### src/hdl/cpf_pkg.sv
// Shared constants, types and helpers of the command packet framer.
package cpf_pkg;

    localparam int MAX_PARAMS   = 5;
    localparam int PARAM_FIELDS = 5;
    localparam int PARAM_LIMIT  = (MAX_PARAMS < PARAM_FIELDS) ? MAX_PARAMS : PARAM_FIELDS;

    localparam int COUNT_W = 3;
    localparam int PIDX_W  = (PARAM_FIELDS > 1) ? $clog2(PARAM_FIELDS) : 1;
    localparam int ADDR_W  = 32;
    localparam int SUM_W   = 16;
    localparam int LEN_W   = 16;

    localparam logic [7:0]        HEADER_HI  = 8'hEF;
    localparam logic [7:0]        HEADER_LO  = 8'h01;
    localparam logic [7:0]        CMD_FLAG   = 8'h01;
    localparam logic [ADDR_W-1:0] ADDR_RESET = 32'hFFFF_FFFF;
    localparam int                LEN_BASE   = 3;

    // Byte positions of the fixed part of a packet
    localparam int POS_W = 5;
    localparam logic [POS_W-1:0] POS_HDR_HI = 5'd0;
    localparam logic [POS_W-1:0] POS_HDR_LO = 5'd1;
    localparam logic [POS_W-1:0] POS_ADDR3  = 5'd2;
    localparam logic [POS_W-1:0] POS_ADDR2  = 5'd3;
    localparam logic [POS_W-1:0] POS_ADDR1  = 5'd4;
    localparam logic [POS_W-1:0] POS_ADDR0  = 5'd5;
    localparam logic [POS_W-1:0] POS_FLAG   = 5'd6;
    localparam logic [POS_W-1:0] POS_LEN_HI = 5'd7;
    localparam logic [POS_W-1:0] POS_LEN_LO = 5'd8;
    localparam logic [POS_W-1:0] POS_OPCODE = 5'd9;
    localparam int               FIXED_BYTES = 10;

    localparam int QUEUE_DEPTH = 2;
    localparam int QPTR_W      = (QUEUE_DEPTH > 1) ? $clog2(QUEUE_DEPTH) : 1;
    localparam int QCNT_W      = $clog2(QUEUE_DEPTH + 1);

    typedef logic [PARAM_FIELDS-1:0][7:0] param_vec_t;

    // Classified command waiting for serialization
    typedef struct packed {
        logic [7:0]         opcode;
        logic [COUNT_W-1:0] count;
        logic [LEN_W-1:0]   length;
        param_vec_t         params;
        logic [SUM_W-1:0]   checksum;
    } cpf_cmd_t;

    typedef struct packed {
        logic [QCNT_W-1:0] count;
        logic              full;
        logic              empty;
    } cpf_qstat_t;

endpackage

### src/hdl/cpf_channels.sv
// Channel interfaces of the command packet framer: request, byte stream, configuration.
interface cpf_req_if;
    logic                        valid;
    logic                        ready;
    logic [7:0]                  opcode;
    logic [cpf_pkg::COUNT_W-1:0] param_count;
    logic [7:0]                  param_byte_0;
    logic [7:0]                  param_byte_1;
    logic [7:0]                  param_byte_2;
    logic [7:0]                  param_byte_3;
    logic [7:0]                  param_byte_4;

    modport source (
        output valid, opcode, param_count,
        output param_byte_0, param_byte_1, param_byte_2, param_byte_3, param_byte_4,
        input  ready
    );
    modport sink (
        input  valid, opcode, param_count,
        input  param_byte_0, param_byte_1, param_byte_2, param_byte_3, param_byte_4,
        output ready
    );
endinterface

interface cpf_byte_if;
    logic       valid;
    logic       ready;
    logic [7:0] tx_byte;
    logic       last_byte;

    modport source (output valid, tx_byte, last_byte, input ready);
    modport sink   (input valid, tx_byte, last_byte, output ready);
endinterface

interface cpf_cfg_if;
    logic                       valid;
    logic                       ready;
    logic [cpf_pkg::ADDR_W-1:0] module_address;

    modport source (output valid, module_address, input ready);
    modport sink   (input valid, module_address, output ready);
endinterface

### src/hdl/command_packet_framer_top.sv
// Top level of the command packet framer: address register, front end, queue, back end.
//
// Channels: req takes one command (opcode, param_count, five parameter bytes) per
// valid/ready handshake; tx sends the serial packet one byte per handshake, with
// last_byte set on the low checksum byte; cfg writes the 32-bit module address.
// A param_count above five is treated as five.
// Packet: EF 01, address (MSB first), 01, length (count + 3), opcode, parameters,
// checksum (sum of flag, length bytes, opcode and parameters, modulo 65536).
// The first byte of an item is registered in the output register once the item has
// passed the command queue. The back-end byte sequencer sends one byte per cycle
// while tx is ready; items are 12 + param_count bytes (12 to 17), back to back.
// A two-entry command queue lets req take up to two items ahead of the packet on air.
// A stall on tx holds the current byte in the output register and freezes the
// sequencer; req ready drops only when the queue is full.
// Reset clears the queue, the sequencer and the output valid, and sets the module
// address to FFFFFFFF. Write cfg only while no packet is pending; it is always ready.
module command_packet_framer_top (
    input  logic       clk,
    input  logic       rst_n,
    cpf_req_if.sink    req,
    cpf_byte_if.source tx,
    cpf_cfg_if.sink    cfg
);
    import cpf_pkg::*;

    logic [ADDR_W-1:0] addr_reg;
    logic              push;
    logic              pop;
    cpf_cmd_t          push_cmd;
    cpf_cmd_t          head;
    cpf_qstat_t        q_stat;

    assign cfg.ready = 1'b1;

    always_ff @(posedge clk or negedge rst_n)
    begin
        if (!rst_n)
        begin
            addr_reg <= ADDR_RESET;
        end
        else if (cfg.valid)
        begin
            addr_reg <= cfg.module_address;
        end
    end

    cpf_front u_front (
        .req      (req),
        .q_full   (q_stat.full),
        .push     (push),
        .push_cmd (push_cmd)
    );

    cpf_queue u_queue (
        .clk      (clk),
        .rst_n    (rst_n),
        .push     (push),
        .push_cmd (push_cmd),
        .pop      (pop),
        .head     (head),
        .stat     (q_stat)
    );

    cpf_back u_back (
        .clk            (clk),
        .rst_n          (rst_n),
        .module_address (addr_reg),
        .head           (head),
        .head_valid     (!q_stat.empty),
        .pop            (pop),
        .tx             (tx)
    );

    a_queue_bound: assert property (@(posedge clk) disable iff (!rst_n)
        q_stat.count <= QCNT_W'(QUEUE_DEPTH))
        else $error("command queue count above depth");

    a_pop_nonempty: assert property (@(posedge clk) disable iff (!rst_n)
        pop |-> !q_stat.empty)
        else $error("pop from empty command queue");

    a_push_lands: assert property (@(posedge clk) disable iff (!rst_n)
        (req.valid && req.ready) |=> !q_stat.empty)
        else $error("accepted item missing from command queue");

endmodule

### src/hdl/cpf_front.sv
// Front end: accepts requests, saturates the count, computes length and checksum.
module cpf_front (
    cpf_req_if.sink             req,
    input  logic                q_full,
    output logic                push,
    output cpf_pkg::cpf_cmd_t   push_cmd
);
    import cpf_pkg::*;

    logic [COUNT_W-1:0] cnt;
    logic [LEN_W-1:0]   len;
    param_vec_t         params;
    logic [SUM_W-1:0]   sum;

    assign req.ready = !q_full;
    assign push      = req.valid && !q_full;

    assign params[0] = req.param_byte_0;
    assign params[1] = req.param_byte_1;
    assign params[2] = req.param_byte_2;
    assign params[3] = req.param_byte_3;
    assign params[4] = req.param_byte_4;

    always_comb
    begin
        if (req.param_count > COUNT_W'(PARAM_LIMIT))
        begin
            cnt = COUNT_W'(PARAM_LIMIT);
        end
        else
        begin
            cnt = req.param_count;
        end
        len = LEN_W'(cnt) + LEN_W'(LEN_BASE);
        sum = SUM_W'(CMD_FLAG) + SUM_W'(len[15:8]) + SUM_W'(len[7:0]) + SUM_W'(req.opcode);
        // drop parameter bytes beyond the count
        for (int i = 0; i < PARAM_FIELDS; i++)
        begin
            if (COUNT_W'(i) < cnt)
            begin
                sum = sum + SUM_W'(params[i]);
            end
        end
    end

    assign push_cmd.opcode   = req.opcode;
    assign push_cmd.count    = cnt;
    assign push_cmd.length   = len;
    assign push_cmd.params   = params;
    assign push_cmd.checksum = sum;

endmodule

### src/hdl/cpf_queue.sv
// Short command queue between front and back end, head visible without a pop.
module cpf_queue (
    input  logic                clk,
    input  logic                rst_n,
    input  logic                push,
    input  cpf_pkg::cpf_cmd_t   push_cmd,
    input  logic                pop,
    output cpf_pkg::cpf_cmd_t   head,
    output cpf_pkg::cpf_qstat_t stat
);
    import cpf_pkg::*;

    cpf_cmd_t          entry_reg [QUEUE_DEPTH];
    logic [QPTR_W-1:0] wr_ptr_reg;
    logic [QPTR_W-1:0] wr_ptr_next;
    logic [QPTR_W-1:0] rd_ptr_reg;
    logic [QPTR_W-1:0] rd_ptr_next;
    logic [QCNT_W-1:0] count_reg;
    logic [QCNT_W-1:0] count_next;

    function automatic logic [QPTR_W-1:0] ptr_inc(input logic [QPTR_W-1:0] p);
        logic [QPTR_W-1:0] r;
        if (p == QPTR_W'(QUEUE_DEPTH - 1))
        begin
            r = '0;
        end
        else
        begin
            r = p + 1'b1;
        end
        return r;
    endfunction

    assign stat.count = count_reg;
    assign stat.full  = (count_reg == QCNT_W'(QUEUE_DEPTH));
    assign stat.empty = (count_reg == '0);
    assign head       = entry_reg[rd_ptr_reg];

    always_comb
    begin
        wr_ptr_next = push ? ptr_inc(wr_ptr_reg) : wr_ptr_reg;
        rd_ptr_next = pop  ? ptr_inc(rd_ptr_reg) : rd_ptr_reg;
        count_next  = count_reg + QCNT_W'(push) - QCNT_W'(pop);
    end

    always_ff @(posedge clk or negedge rst_n)
    begin
        if (!rst_n)
        begin
            wr_ptr_reg <= '0;
            rd_ptr_reg <= '0;
            count_reg  <= '0;
        end
        else
        begin
            wr_ptr_reg <= wr_ptr_next;
            rd_ptr_reg <= rd_ptr_next;
            count_reg  <= count_next;
        end
    end

    always_ff @(posedge clk)
    begin
        if (push)
        begin
            entry_reg[wr_ptr_reg] <= push_cmd;
        end
    end

endmodule

### src/hdl/cpf_back.sv
// Back end: serializes one queued command into packet bytes through an output register.
module cpf_back (
    input  logic                      clk,
    input  logic                      rst_n,
    input  logic [cpf_pkg::ADDR_W-1:0] module_address,
    input  cpf_pkg::cpf_cmd_t         head,
    input  logic                      head_valid,
    output logic                      pop,
    cpf_byte_if.source                tx
);
    import cpf_pkg::*;

    cpf_cmd_t         desc_reg;
    logic             active_reg;
    logic             active_next;
    logic [POS_W-1:0] pos_reg;
    logic [POS_W-1:0] pos_next;
    logic             out_valid_reg;
    logic             out_valid_next;
    logic [7:0]       out_byte_reg;
    logic             out_last_reg;

    cpf_cmd_t         cur;
    logic             have;
    logic             load;
    logic             step;
    logic             is_last;
    logic [POS_W-1:0] last_pos;
    logic [POS_W-1:0] k;
    logic [7:0]       byte_sel;

    // Start the next packet straight from the queue head, no gap cycle
    assign cur      = active_reg ? desc_reg : head;
    assign have     = active_reg || head_valid;
    assign load     = !out_valid_reg || tx.ready;
    assign step     = load && have;
    assign pop      = step && !active_reg;
    assign last_pos = POS_W'(FIXED_BYTES + 1) + POS_W'(cur.count);
    assign is_last  = (pos_reg == last_pos);
    assign k        = pos_reg - POS_W'(FIXED_BYTES);

    always_comb
    begin
        unique case (pos_reg)
            POS_HDR_HI: byte_sel = HEADER_HI;
            POS_HDR_LO: byte_sel = HEADER_LO;
            POS_ADDR3:  byte_sel = module_address[31:24];
            POS_ADDR2:  byte_sel = module_address[23:16];
            POS_ADDR1:  byte_sel = module_address[15:8];
            POS_ADDR0:  byte_sel = module_address[7:0];
            POS_FLAG:   byte_sel = CMD_FLAG;
            POS_LEN_HI: byte_sel = cur.length[15:8];
            POS_LEN_LO: byte_sel = cur.length[7:0];
            POS_OPCODE: byte_sel = cur.opcode;
            default:
            begin
                priority if (k < POS_W'(cur.count))
                begin
                    byte_sel = cur.params[k[PIDX_W-1:0]];
                end
                else if (k == POS_W'(cur.count))
                begin
                    byte_sel = cur.checksum[15:8];
                end
                else
                begin
                    byte_sel = cur.checksum[7:0];
                end
            end
        endcase
    end

    always_comb
    begin
        active_next    = active_reg;
        pos_next       = pos_reg;
        out_valid_next = out_valid_reg;
        if (step)
        begin
            out_valid_next = 1'b1;
            if (is_last)
            begin
                active_next = 1'b0;
                pos_next    = '0;
            end
            else
            begin
                active_next = 1'b1;
                pos_next    = pos_reg + 1'b1;
            end
        end
        else if (load)
        begin
            out_valid_next = 1'b0;
        end
    end

    always_ff @(posedge clk or negedge rst_n)
    begin
        if (!rst_n)
        begin
            active_reg    <= 1'b0;
            pos_reg       <= '0;
            out_valid_reg <= 1'b0;
        end
        else
        begin
            active_reg    <= active_next;
            pos_reg       <= pos_next;
            out_valid_reg <= out_valid_next;
        end
    end

    always_ff @(posedge clk)
    begin
        if (pop)
        begin
            desc_reg <= head;
        end
        if (step)
        begin
            out_byte_reg <= byte_sel;
            out_last_reg <= is_last;
        end
    end

    assign tx.valid     = out_valid_reg;
    assign tx.tx_byte   = out_byte_reg;
    assign tx.last_byte = out_last_reg;

endmodule

### src/flat_wrapper.sv
// flat-port wrapper written by rule: the top's interface ports become plain ports
module command_packet_framer_top_flat import cpf_pkg::*;
  (clk, rst_n, req_valid, req_opcode, req_param_count, req_param_byte_0, req_param_byte_1, req_param_byte_2, req_param_byte_3, req_param_byte_4, req_ready, tx_valid, tx_tx_byte, tx_last_byte, tx_ready, cfg_valid, cfg_module_address, cfg_ready);
  cpf_req_if req_i ();
  cpf_byte_if tx_i ();
  cpf_cfg_if cfg_i ();
  input  logic clk;
  input  logic rst_n;
  input wire logic [$bits(req_i.valid)-1:0] req_valid;
  input wire logic [$bits(req_i.opcode)-1:0] req_opcode;
  input wire logic [$bits(req_i.param_count)-1:0] req_param_count;
  input wire logic [$bits(req_i.param_byte_0)-1:0] req_param_byte_0;
  input wire logic [$bits(req_i.param_byte_1)-1:0] req_param_byte_1;
  input wire logic [$bits(req_i.param_byte_2)-1:0] req_param_byte_2;
  input wire logic [$bits(req_i.param_byte_3)-1:0] req_param_byte_3;
  input wire logic [$bits(req_i.param_byte_4)-1:0] req_param_byte_4;
  output wire logic [$bits(req_i.ready)-1:0] req_ready;
  output wire logic [$bits(tx_i.valid)-1:0] tx_valid;
  output wire logic [$bits(tx_i.tx_byte)-1:0] tx_tx_byte;
  output wire logic [$bits(tx_i.last_byte)-1:0] tx_last_byte;
  input wire logic [$bits(tx_i.ready)-1:0] tx_ready;
  input wire logic [$bits(cfg_i.valid)-1:0] cfg_valid;
  input wire logic [$bits(cfg_i.module_address)-1:0] cfg_module_address;
  output wire logic [$bits(cfg_i.ready)-1:0] cfg_ready;
  assign req_i.valid = req_valid;
  assign req_i.opcode = req_opcode;
  assign req_i.param_count = req_param_count;
  assign req_i.param_byte_0 = req_param_byte_0;
  assign req_i.param_byte_1 = req_param_byte_1;
  assign req_i.param_byte_2 = req_param_byte_2;
  assign req_i.param_byte_3 = req_param_byte_3;
  assign req_i.param_byte_4 = req_param_byte_4;
  assign req_ready = req_i.ready;
  assign tx_valid = tx_i.valid;
  assign tx_tx_byte = tx_i.tx_byte;
  assign tx_last_byte = tx_i.last_byte;
  assign tx_i.ready = tx_ready;
  assign cfg_i.valid = cfg_valid;
  assign cfg_i.module_address = cfg_module_address;
  assign cfg_ready = cfg_i.ready;
  command_packet_framer_top u_core (.clk(clk), .rst_n(rst_n), .req(req_i), .tx(tx_i), .cfg(cfg_i));
endmodule
### config.mk
export PLATFORM = sky130hd
export DESIGN_NAME = command_packet_framer_top_flat
export DESIGN_NICKNAME = d
export VERILOG_FILES = /design/src/hdl/cpf_pkg.sv /design/src/hdl/cpf_channels.sv /design/src/hdl/command_packet_framer_top.sv /design/src/hdl/cpf_front.sv /design/src/hdl/cpf_queue.sv /design/src/hdl/cpf_back.sv /design/src/flat_wrapper.sv
export SDC_FILE = /design/constraint.sdc
export NUM_CORES = 1
export LEC_CHECK = 0
export BUFFER_PORTS_ARGS = -buffer_cell sky130_fd_sc_hd__buf_2
export CORE_UTILIZATION = 55
export DETAILED_ROUTE_END_ITERATION = 16
export PLACE_DENSITY = 0.74
export SLEW_MARGIN = 20
export SYNTH_ARGS = -nofsm -noshare
export SYNTH_HDL_FRONTEND = slang
export SYNTH_SLANG_ARGS = --single-unit
### constraint.sdc
create_clock -name clk -period 17 [get_ports clk]
set_input_delay 1.7 -clock clk [delete_from_list [all_inputs] [get_ports clk]]
set_output_delay 1.7 -clock clk [all_outputs]
set_load 0.01 [all_outputs]
Word-level counts from Yosys, hierarchy flattened

Memories as Yosys holds them, arrays and structs flattened.
Cells that the tools add are included.

Memories: 1
RAM bits: 142
Input bits: 88
Register bits after elaboration: 135
Output and inout bits: 12

Multiplexer cells: 20
Add/subtract/negate cells: 16
$lt $le $gt $ge: 8
Eq/ne operators: 12
Reduce and logical (&&, ||, !) cells: 13

Memories:

| name                     | words | bits a word | read ports | clocked after memory_dff | write ports | line            | source |
|---|---|---|---|---|---|---|---|
| u_core.u_queue.entry_reg | 2     | 71          | 1          | 0                        | 1           | cpf_queue.sv:13 | `cpf_cmd_t entry_reg [QUEUE_DEPTH];` |

Operators with widths:

| kind                  | count |
|---|---|
| $mux W83              | 1 |
| $pmux W8 S9           | 1 |
| $add A16 B8 Y16       | 4 |
| $mux W16              | 4 |
| $bmux W8 S3           | 1 |
| $mux W8               | 3 |
| $eq A5 B3 Y1 const B  | 4 |
| $add A9 B8 Y10        | 1 |
| $eq A5 B2 Y1 const B  | 2 |
| $eq A5 B4 Y1 const B  | 2 |
| $mux W10              | 1 |
| $add A5 B8 Y9         | 1 |
| $mux W1               | 7 |
| $lt A1 B3 Y1 const A  | 2 |
| $lt A2 B3 Y1 const A  | 2 |
| $add A2 B4 Y5         | 1 |
| $add A4 B3 Y5 const A | 1 |
| $add A5 B1 Y5 const B | 1 |
| $eq A5 B1 Y1 const B  | 1 |
| $eq A5 B3 Y1          | 1 |
| $eq A5 B5 Y1          | 1 |
| $logic_not A5 Y1      | 1 |
| $lt A5 B3 Y1          | 1 |
| $mux W5               | 1 |
| 17 further kinds      | 24 |

Logic depth before layout (Yosys ltp)

Gate-level depths: netlist of the first run.

Word-level depth: 15
Gate-level depth with buffers: 43

Modules after synthesis

Synthesis of the first run repeated with hierarchy kept, for this count alone.

Cells, all modules: 1133
Area total of the unflattened synthesis: 16111.7 um2

Modules (own cells, without submodules):

| module                    | cells each | times used | area an instance (um2) |
|---|---|---|---|
| cpf_queue                 | 273        | 1          | 6429.9 |
| cpf_back                  | 360        | 1          | 5132.4 |
| cpf_front                 | 429        | 1          | 3149.3 |
| command_packet_framer_top | 71         | 1          | 1400.1 |

Worst setup path after synthesis of the first run

No wires, ideal clock.

Path kind: input port to flip-flop
Start: input port req_param_count[2]
End: memory u_core.u_queue.entry_reg[0][10] (netlist bit), data pin
Slack: 8.400 ns
Stages on the path: 42
Data required time: 16.734 ns
Setup time: 0.266 ns
Path buffers: 3
Data arrival time: 8.334 ns
Path through: clkbuf_1 clkbuf_1 clkbuf_1 a21o_1 ha_1 inv_1 fa_1 nand3_1 and2_1 xnor2_1 ha_1 o21a_1 o31a_1 a211oi_1 a21oi_1 inv_1 ha_1 o21a_1 [6 not listed] o31a_1 a211oi_1 a21o_1 ha_1 a21boi_0 nor2_1 mux2_2 ha_1 o21ai_0 nor2_1 o21a_1 o21ai_0 a21oi_1 nand2_1 nand2_1 a21oi_1 mux2i_1 xnor2_1

RTL lines:

| what        | line               | source |
|---|---|---|
| from (decl) | flat_wrapper.sv:11 | `input wire logic [$bits(req_i.param_count)-1:0] req_param_count;` |
| to (decl)   | cpf_queue.sv:13    |  |

==> results.txt, run 1 <==
status -> completed
CTS Buf Count -> 28
grt total ovfl -> 0
vias in the first global route -> 8,442
data arrival time of the critical path -> 9.19 ns
Seq pwr share -> 0.368
Post-DRT Antenna Nets -> 0
max FFs per register -> 138
clock-pin slew on the worst setup and hold paths -> 0.06 ns
worst path bufs/invs -> 3
WS Path Type -> input pin to register
PwrDens -> 185 mW/mm^2
CP Capture Type -> register
CTS tree -> built
initial core utilization -> 0.566
largest net degree at the start of global routing -> 71
Mapped Area -> 0.0134 sq mm
die height -> 158 microns
crit path time final -> 8.93 ns
Clock Latency Late Sink -> 0.53 ns
Seq cells post-synth -> 259
average wire per standard cell -> 21.5 microns
hold_buf cts -> 0
clock skew -> 0.00963 ns
peak supply drop -> 0.000114 V
IO Pins -> 100
Cell variety after synth -> 70
root buf cell -> clkbuf_16
routed via count -> 8,536
final setup fails -> 0
Slew headroom -> 0.316
ys async rst share -> 0.166
first-pass GRT wire length -> 47,200 microns
Post-Syn Instances -> 995
initial antenna violation count -> 2
core area -> 0.0237 sq mm
P_leak -> 5.63 nW
max cap viols -> 0
synth-to-layout area growth -> 12.6%
most frequent cells in the layout -> edfxtp_1 (216), mux2_2 (120), buf_2 (98)
Comb pwr share -> 0.422
routed wire length -> 30,700 microns
TritonRoute pass-1 iters -> 5
post-DP HPWL -> 21,500 microns
All-Layer GR Usage -> 0.255
RSZ-0062 raised after global routing -> false
CP most frequent cell -> ha_1
max-slew violation count -> 0
sequential element share of the synthesized area -> 0.568
Post-CTS Setup Bufs -> 0
Sink Count -> 259
final setup TNS -> 0 ns
Worst-Margin Slew -> 1.03 ns
WP data required -> 17.26 ns
CTS resizes -> 0
Mapped Avg Cell Area -> 13.5 sq um
Die X -> 158 microns
Max FO, Critical Path -> 27
pre-CTS setup slack -> 7.59 ns
synth warn -> 0
Layout Nets -> 1,237
Hold Crit Class -> register to register
CTS Buffer Depth -> 3
worst hold slack -> 0.501 ns
utilization after layout -> 0.637
routability cong. -> 0.900
fin crit share -> 0.525
fin area -> 0.0151 sq mm
layout cell share with drive strength beyond 1 -> 0.311
Post-route DRC -> 0
Max stage delay on crit path -> 0.39 ns
Port Buf Inserts -> 98
Placed Area -> 0.0142 sq mm
internal cell power -> 1.78 mW
Iteration-0 DRC Markers -> 704
Hold Vio Cnt, Final -> 0
slowest stage cell, crit path -> buf_2
Core Rows -> 56
most common cell after layout, fill and taps aside -> edfxtp_1
CP delay by family, top -> compound AO/OA/AOI/OAI gates
Sw Share -> 0.362
crit start category -> input pin
number of synthesized flops with an enable pin -> 216
Max Fclk -> 112 MHz
Psw -> 1.01 mW
fin worst setup slack -> 8.07 ns
ys flop type -> edfxtp_1
CTS H-Tree Depth -> 1
die footprint -> 0.0250 sq mm
drt via density -> 5.97
clock power share -> 0.210
Yosys cell counts, drive strengths merged, types with 3 or more instances:
| cell type | number | area [sq um] |
|---|---|---|
| ha | 57 | 713 |
| a22oi | 3 | 22.5 |
| o211ai | 19 | 143 |
| and3 | 5 | 31.3 |
| mux2 | 121 | 1370 |
| clkbuf | 29 | 109 |
| o311ai | 7 | 61.3 |
| nor2 | 76 | 285 |
| dfstp | 32 | 841 |
| a222oi | 7 | 70.1 |
| nor4 | 3 | 18.8 |
| o21a | 12 | 90.1 |
| a211oi | 13 | 97.6 |
| a21o | 16 | 120 |
| a21oi | 39 | 199 |
| mux2i | 6 | 60.1 |
| nand2 | 39 | 146 |
| nor3 | 13 | 65.1 |
| dfrtp | 11 | 275 |
| mux4 | 22 | 495 |
| or3 | 4 | 25.0 |
| inv | 38 | 143 |
| o31ai | 4 | 48.8 |
| edfxtp | 216 | 6490 |
| a221oi | 7 | 61.3 |
| and2 | 6 | 37.5 |
| nand3 | 13 | 77.6 |
| nor2b | 15 | 101 |
| nand4 | 4 | 25.0 |
| nand2b | 12 | 75.1 |
| xnor2 | 23 | 228 |
| o31a | 6 | 52.6 |
| buf | 18 | 80.1 |
| fa | 6 | 120 |
| a31oi | 4 | 25.0 |
| o21ai | 49 | 257 |
| a21boi | 3 | 22.5 |
| xor2 | 15 | 131 |
area by class of cell:
cell class	count	area (sq um)
Clock buffer	37	822
Multi-Input combinational cell	654	5490
Timing Repair Buffer	105	543
Inverter	38	143
Clock inverter	15	81.3
Sequential cell	259	7600
Antenna cell	2	5.00
Tap cell	319	399
Fill cell	1853	8600
worst reg2reg max path, stage by stage (launching register included):
cell and delay (ns):
dfrtp_2 0.72, buf_4 0.57, mux2i_1 0.40, inv_1 0.08, ha_1 0.31, and4_1 0.54
mux4_2 0.57, o211ai_1 0.31, nand4_1 0.15
worst paths after layout:
kind                       cells past startpoint                                         to  slack (ns)                             startpoint
max                                           40  u_core.u_queue.entry_reg[1][10]$_DFFE_PP_        8.07                     req_param_count[2]
min                                            1      u_core.u_queue.count_reg[1]$_DFF_PN0_        0.50  u_core.u_queue.count_reg[1]$_DFF_PN0_
max reg2reg                                    8      u_core.u_back.tx.tx_byte[1]$_DFFE_PP_       13.06   u_core.u_back.active_reg$_DFFE_PN0P_
min reg2reg                                    1      u_core.u_queue.count_reg[1]$_DFF_PN0_        0.50  u_core.u_queue.count_reg[1]$_DFF_PN0_
max in group asynchronous                      1      u_core.u_queue.rd_ptr_reg$_DFFE_PN0P_       15.04                                  rst_n
min in group asynchronous                      1       u_core.u_back.active_reg$_DFFE_PN0P_        1.31                                  rst_n
cells by family after synthesis:
family,synth area share
XOR/XNOR,0.0268
AO/OA/AOI/OAI,0.104
AND/OR/NAND/NOR,0.0709
multiplexers,0.143
flip-flops,0.568
other,0.000561
buffers and inverters,0.0248
adder cells (fa/ha/maj),0.0622
per-stage QoR:
stage	std cells	power [mW]
6_report	1429	2.79
5_1_grt	1429	2.95
3_5_place_dp	1375	2.20
3_3_place_gp	1375	2.17
2_1_floorplan	998	1.88
4_1_cts	1427	2.79
power by group through the flow:
| stage | registers (mW) | clock network (mW) | logic, mW |
|---|---|---|---|
| CTS | 1.03 | 0.595 | 1.17 |
| detailed placement | 1.04 | 0 | 1.17 |
| floorplan | 0.992 | 0 | 0.884 |
| global route | 1.04 | 0.617 | 1.29 |
| global placement | 1.03 | 0 | 1.14 |
| finish | 1.03 | 0.584 | 1.18 |
routing by layer:
layer | vias to the layer above | share of wire | global-route usage
met4 | 0 | 0.044 | 0.112
met3 | 61 | 0.044 | 0.0301
met1 | 4253 | 0.44 | 0.350
met5 | - | 0 | 0
met2 | 248 | 0.48 | 0.411
li1 | 3974 | - | -
Power figures use the tool's default switching activity.
==> inputs of run 2 (changes only) <==
--- a/config.mk
+++ b/config.mk
@@ -8,7 +8,7 @@
 export BUFFER_PORTS_ARGS = -buffer_cell sky130_fd_sc_hd__buf_2
 export CORE_UTILIZATION = 55
 export DETAILED_ROUTE_END_ITERATION = 16
-export PLACE_DENSITY = 0.74
+export PLACE_DENSITY = 0.77
 export SLEW_MARGIN = 20
 export SYNTH_ARGS = -nofsm -noshare
 export SYNTH_HDL_FRONTEND = slang
==> constraint.sdc (replaced) <==
create_clock -name clk -period 8.06 [get_ports clk]
set_input_delay 0.806 -clock clk [delete_from_list [all_inputs] [get_ports clk]]
set_output_delay 0.806 -clock clk [all_outputs]
set_load 0.01 [all_outputs]
==> run 2 against run 1 <==
Net effect:
- die area did not move
- sequential power is 110% higher
- combinational power up 110%
- highest routed layer unchanged
- clock skew is 0.0011 ns lower
- final cell count grew 0.91%
- largest cell class unchanged
- global-route usage down 0.16 points
- worst setup slack worse by 7.5 ns
- via count grew 0.88%
- utilization is 0.85 points higher
- clock power is 130% higher
- sequential cell count is the same
- register-to-register slack worse by 8.9 ns
==> results.txt, run 2 (synthesis results as in run 1) <==
data arrival time of the critical path -> 7.76 ns (was 9.19 ns)
routability cong. -> 0.925 (was 0.900)
clock-pin slew on the worst setup and hold paths -> 0.06 ns (about the same)
Iteration-0 DRC Markers -> 851 (was 704)
peak supply drop -> 0.000258 V (was 0.000114 V)
vias in the first global route -> 8,480 (was 8,442)
Die X -> 158 microns (unchanged)
Max stage delay on crit path -> 0.34 ns (was 0.39 ns)
initial core utilization -> 0.566 (unchanged)
CP Capture Type -> register (unchanged)
max cap viols -> 0 (unchanged)
fin crit share -> 0.929
crit path time final -> 7.49 ns
drt via density -> 5.97 (about the same)
worst hold slack -> 0.413 ns (was 0.501 ns)
average wire per standard cell -> 21.4 microns (was 21.5 microns)
post-DP HPWL -> 21,300 microns (was 21,500 microns)
WS Path Type -> input pin to register (unchanged)
Clock Latency Late Sink -> 0.54 ns (was 0.53 ns)
slowest stage cell, crit path -> a311o_1 (was buf_2)
crit start category -> input pin (unchanged)
TritonRoute pass-1 iters -> 5 (unchanged)
CTS tree -> built (unchanged)
root buf cell -> clkbuf_16 (unchanged)
Placed Area -> 0.0143 sq mm (was 0.0142 sq mm)
Port Buf Inserts -> 98 (unchanged)
initial antenna violation count -> 0 (was 2)
CTS H-Tree Depth -> 1 (unchanged)
grt total ovfl -> 0 (unchanged)
status -> completed (unchanged)
IO Pins -> 100 (unchanged)
synth-to-layout area growth -> 14.1% (was 12.6%)
largest net degree at the start of global routing -> 70 (was 71)
worst reg2reg setup slack -> 4.15 ns (was 13.06 ns)
Layout Nets -> 1,254 (was 1,237)
Max Fclk -> 134 MHz
total design power -> 6.02 mW (was 2.79 mW)
most frequent cells in the layout -> edfxtp_1 (216), mux2_2 (120), buf_2 (98) (unchanged)
fin area -> 0.0153 sq mm (was 0.0151 sq mm)
final setup fails -> 0 (unchanged)
Max FO, Critical Path -> 7 (was 27)
Sink Count -> 259 (unchanged)
CP most frequent cell -> ha_1 (unchanged)
hold_buf cts -> 0 (unchanged)
Core Rows -> 56 (unchanged)
routed via count -> 8,611 (was 8,536)
clock skew -> 0.00850 ns (was 0.00963 ns)
layout cell share with drive strength beyond 1 -> 0.321 (was 0.311)
RR Startpoint -> u_core.u_queue.rd_ptr_reg$_DFFE_PN0P_ (was u_core.u_back.active_reg$_DFFE_PN0P_)
PwrDens -> 393 mW/mm^2 (was 185 mW/mm^2)
worst r2r dst -> u_core.u_back.tx.tx_byte[1]$_DFFE_PP_ (unchanged)
max-slew violation count -> 0 (unchanged)
Hold Crit Class -> input pin to async pin (was register to register)
Worst-Margin Slew -> 1.10 ns (was 1.03 ns)
max FFs per register -> 138 (unchanged)
die height -> 158 microns (unchanged)
core area -> 0.0237 sq mm (unchanged)
die footprint -> 0.0250 sq mm (unchanged)
r2r worst-path depth -> 8 (unchanged)
Slew headroom -> 0.262 (was 0.316)
P_leak -> 5.73 nW (was 5.63 nW)
CTS Buffer Depth -> 3 (unchanged)
first-pass GRT wire length -> 47,100 microns (was 47,200 microns)
All-Layer GR Usage -> 0.253 (was 0.255)
final setup TNS -> 0 ns (unchanged)
Post-route DRC -> 0 (unchanged)
CTS Buf Count -> 28 (unchanged)
Hold Vio Cnt, Final -> 0 (unchanged)
Post-DRT Antenna Nets -> 0 (unchanged)
WP data required -> 8.33 ns (was 17.26 ns)
most common cell after layout, fill and taps aside -> edfxtp_1 (unchanged)
# diodes -> 0 (was 2)
routed wire length -> 30,800 microns (was 30,700 microns)
## run 2: changes by cell type in the layout (fill, tap and decap cells not counted), moves of 2 or more
cell	previous run	this run
clkinv_2	10	4
buf_4	7	24
diode_2	2	0
bufinv_16	0	5
clkbuf_16	31	29
## run 2: worst max-delay path by stage
stage / endpoint / from / cells past startpoint / slack [ns]
2_1_floorplan: u_core.u_queue.entry_reg[0][10]$_DFFE_PP_ / req_param_count[2] / 42 / 0.35
3_3_place_gp: u_core.u_queue.entry_reg[0][10]$_DFFE_PP_ / req_param_count[0] / 38 / 0.18
4_1_cts: u_core.u_queue.entry_reg[1][10]$_DFFE_PP_ / req_param_count[2] / 38 / 0.61
5_1_grt: u_core.u_queue.entry_reg[0][10]$_DFFE_PP_ / req_param_count[1] / 39 / -0.004
6_report: u_core.u_queue.entry_reg[0][9]$_DFFE_PP_ / req_param_count[2] / 37 / 0.57
3_5_place_dp: u_core.u_queue.entry_reg[1][9]$_DFFE_PP_ / req_param_count[2] / 37 / 0.06
## run 2: layout make-up
cell class	count	area [sq um]
fillers	1798	8400
well taps	319	399
repair buffers	122	671
inverters	38	143
flip-flops and latches	259	7600
clock buffers	34	754
clock inverters	16	214
multi-input cells	654	5500
## run 2: repair_timing
item / 4_1_cts / 5_1_grt
setup endpoints to repair: 0 / 4
buffers inserted: 0 / 0
resized for setup: 0 / 4
## run 2: routing by layer
| metal | vias up | GRT usage | wire length (microns) |
|---|---|---|---|
| met5 | - | 0 | 0 |
| met4 | 0 | 0.0824 | 918 |
| met3 | 53 | 0.0361 | 2050 |
| met2 | 304 | 0.421 | 14700 |
| met1 | 4251 | 0.343 | 13100 |
| li1 | 4003 | - | - |
## run 2: critical path: cells and delay by family
family / cells / cell delay, ns
buffers and inverters: 2 / 0.21
AO/OA/AOI/OAI: 16 / 2.89
adder cells (fa/ha/maj): 6 / 1.88
multiplexers: 1 / 0.29
AND/OR/NAND/NOR: 9 / 1.26
XOR/XNOR: 3 / 0.42
## run 2: where the power goes
part	switching, mW	internal (mW)
registers	0.181	1.97
clock network	0.519	0.824
logic	1.43	1.09
total	2.13	3.89
## run 2: through the flow
stage / std cells / utilization / worst slack, ns
after detailed placement: 1392 / 0.604 / 0.0571
after CTS: 1442 / 0.645 / 0.611
after floorplan: 998 / - / 0.354
after global placement: 1392 / 0.604 / 0.185
after global routing: 1442 / 0.645 / -0.00439
final: 1442 / 0.645 / 0.571
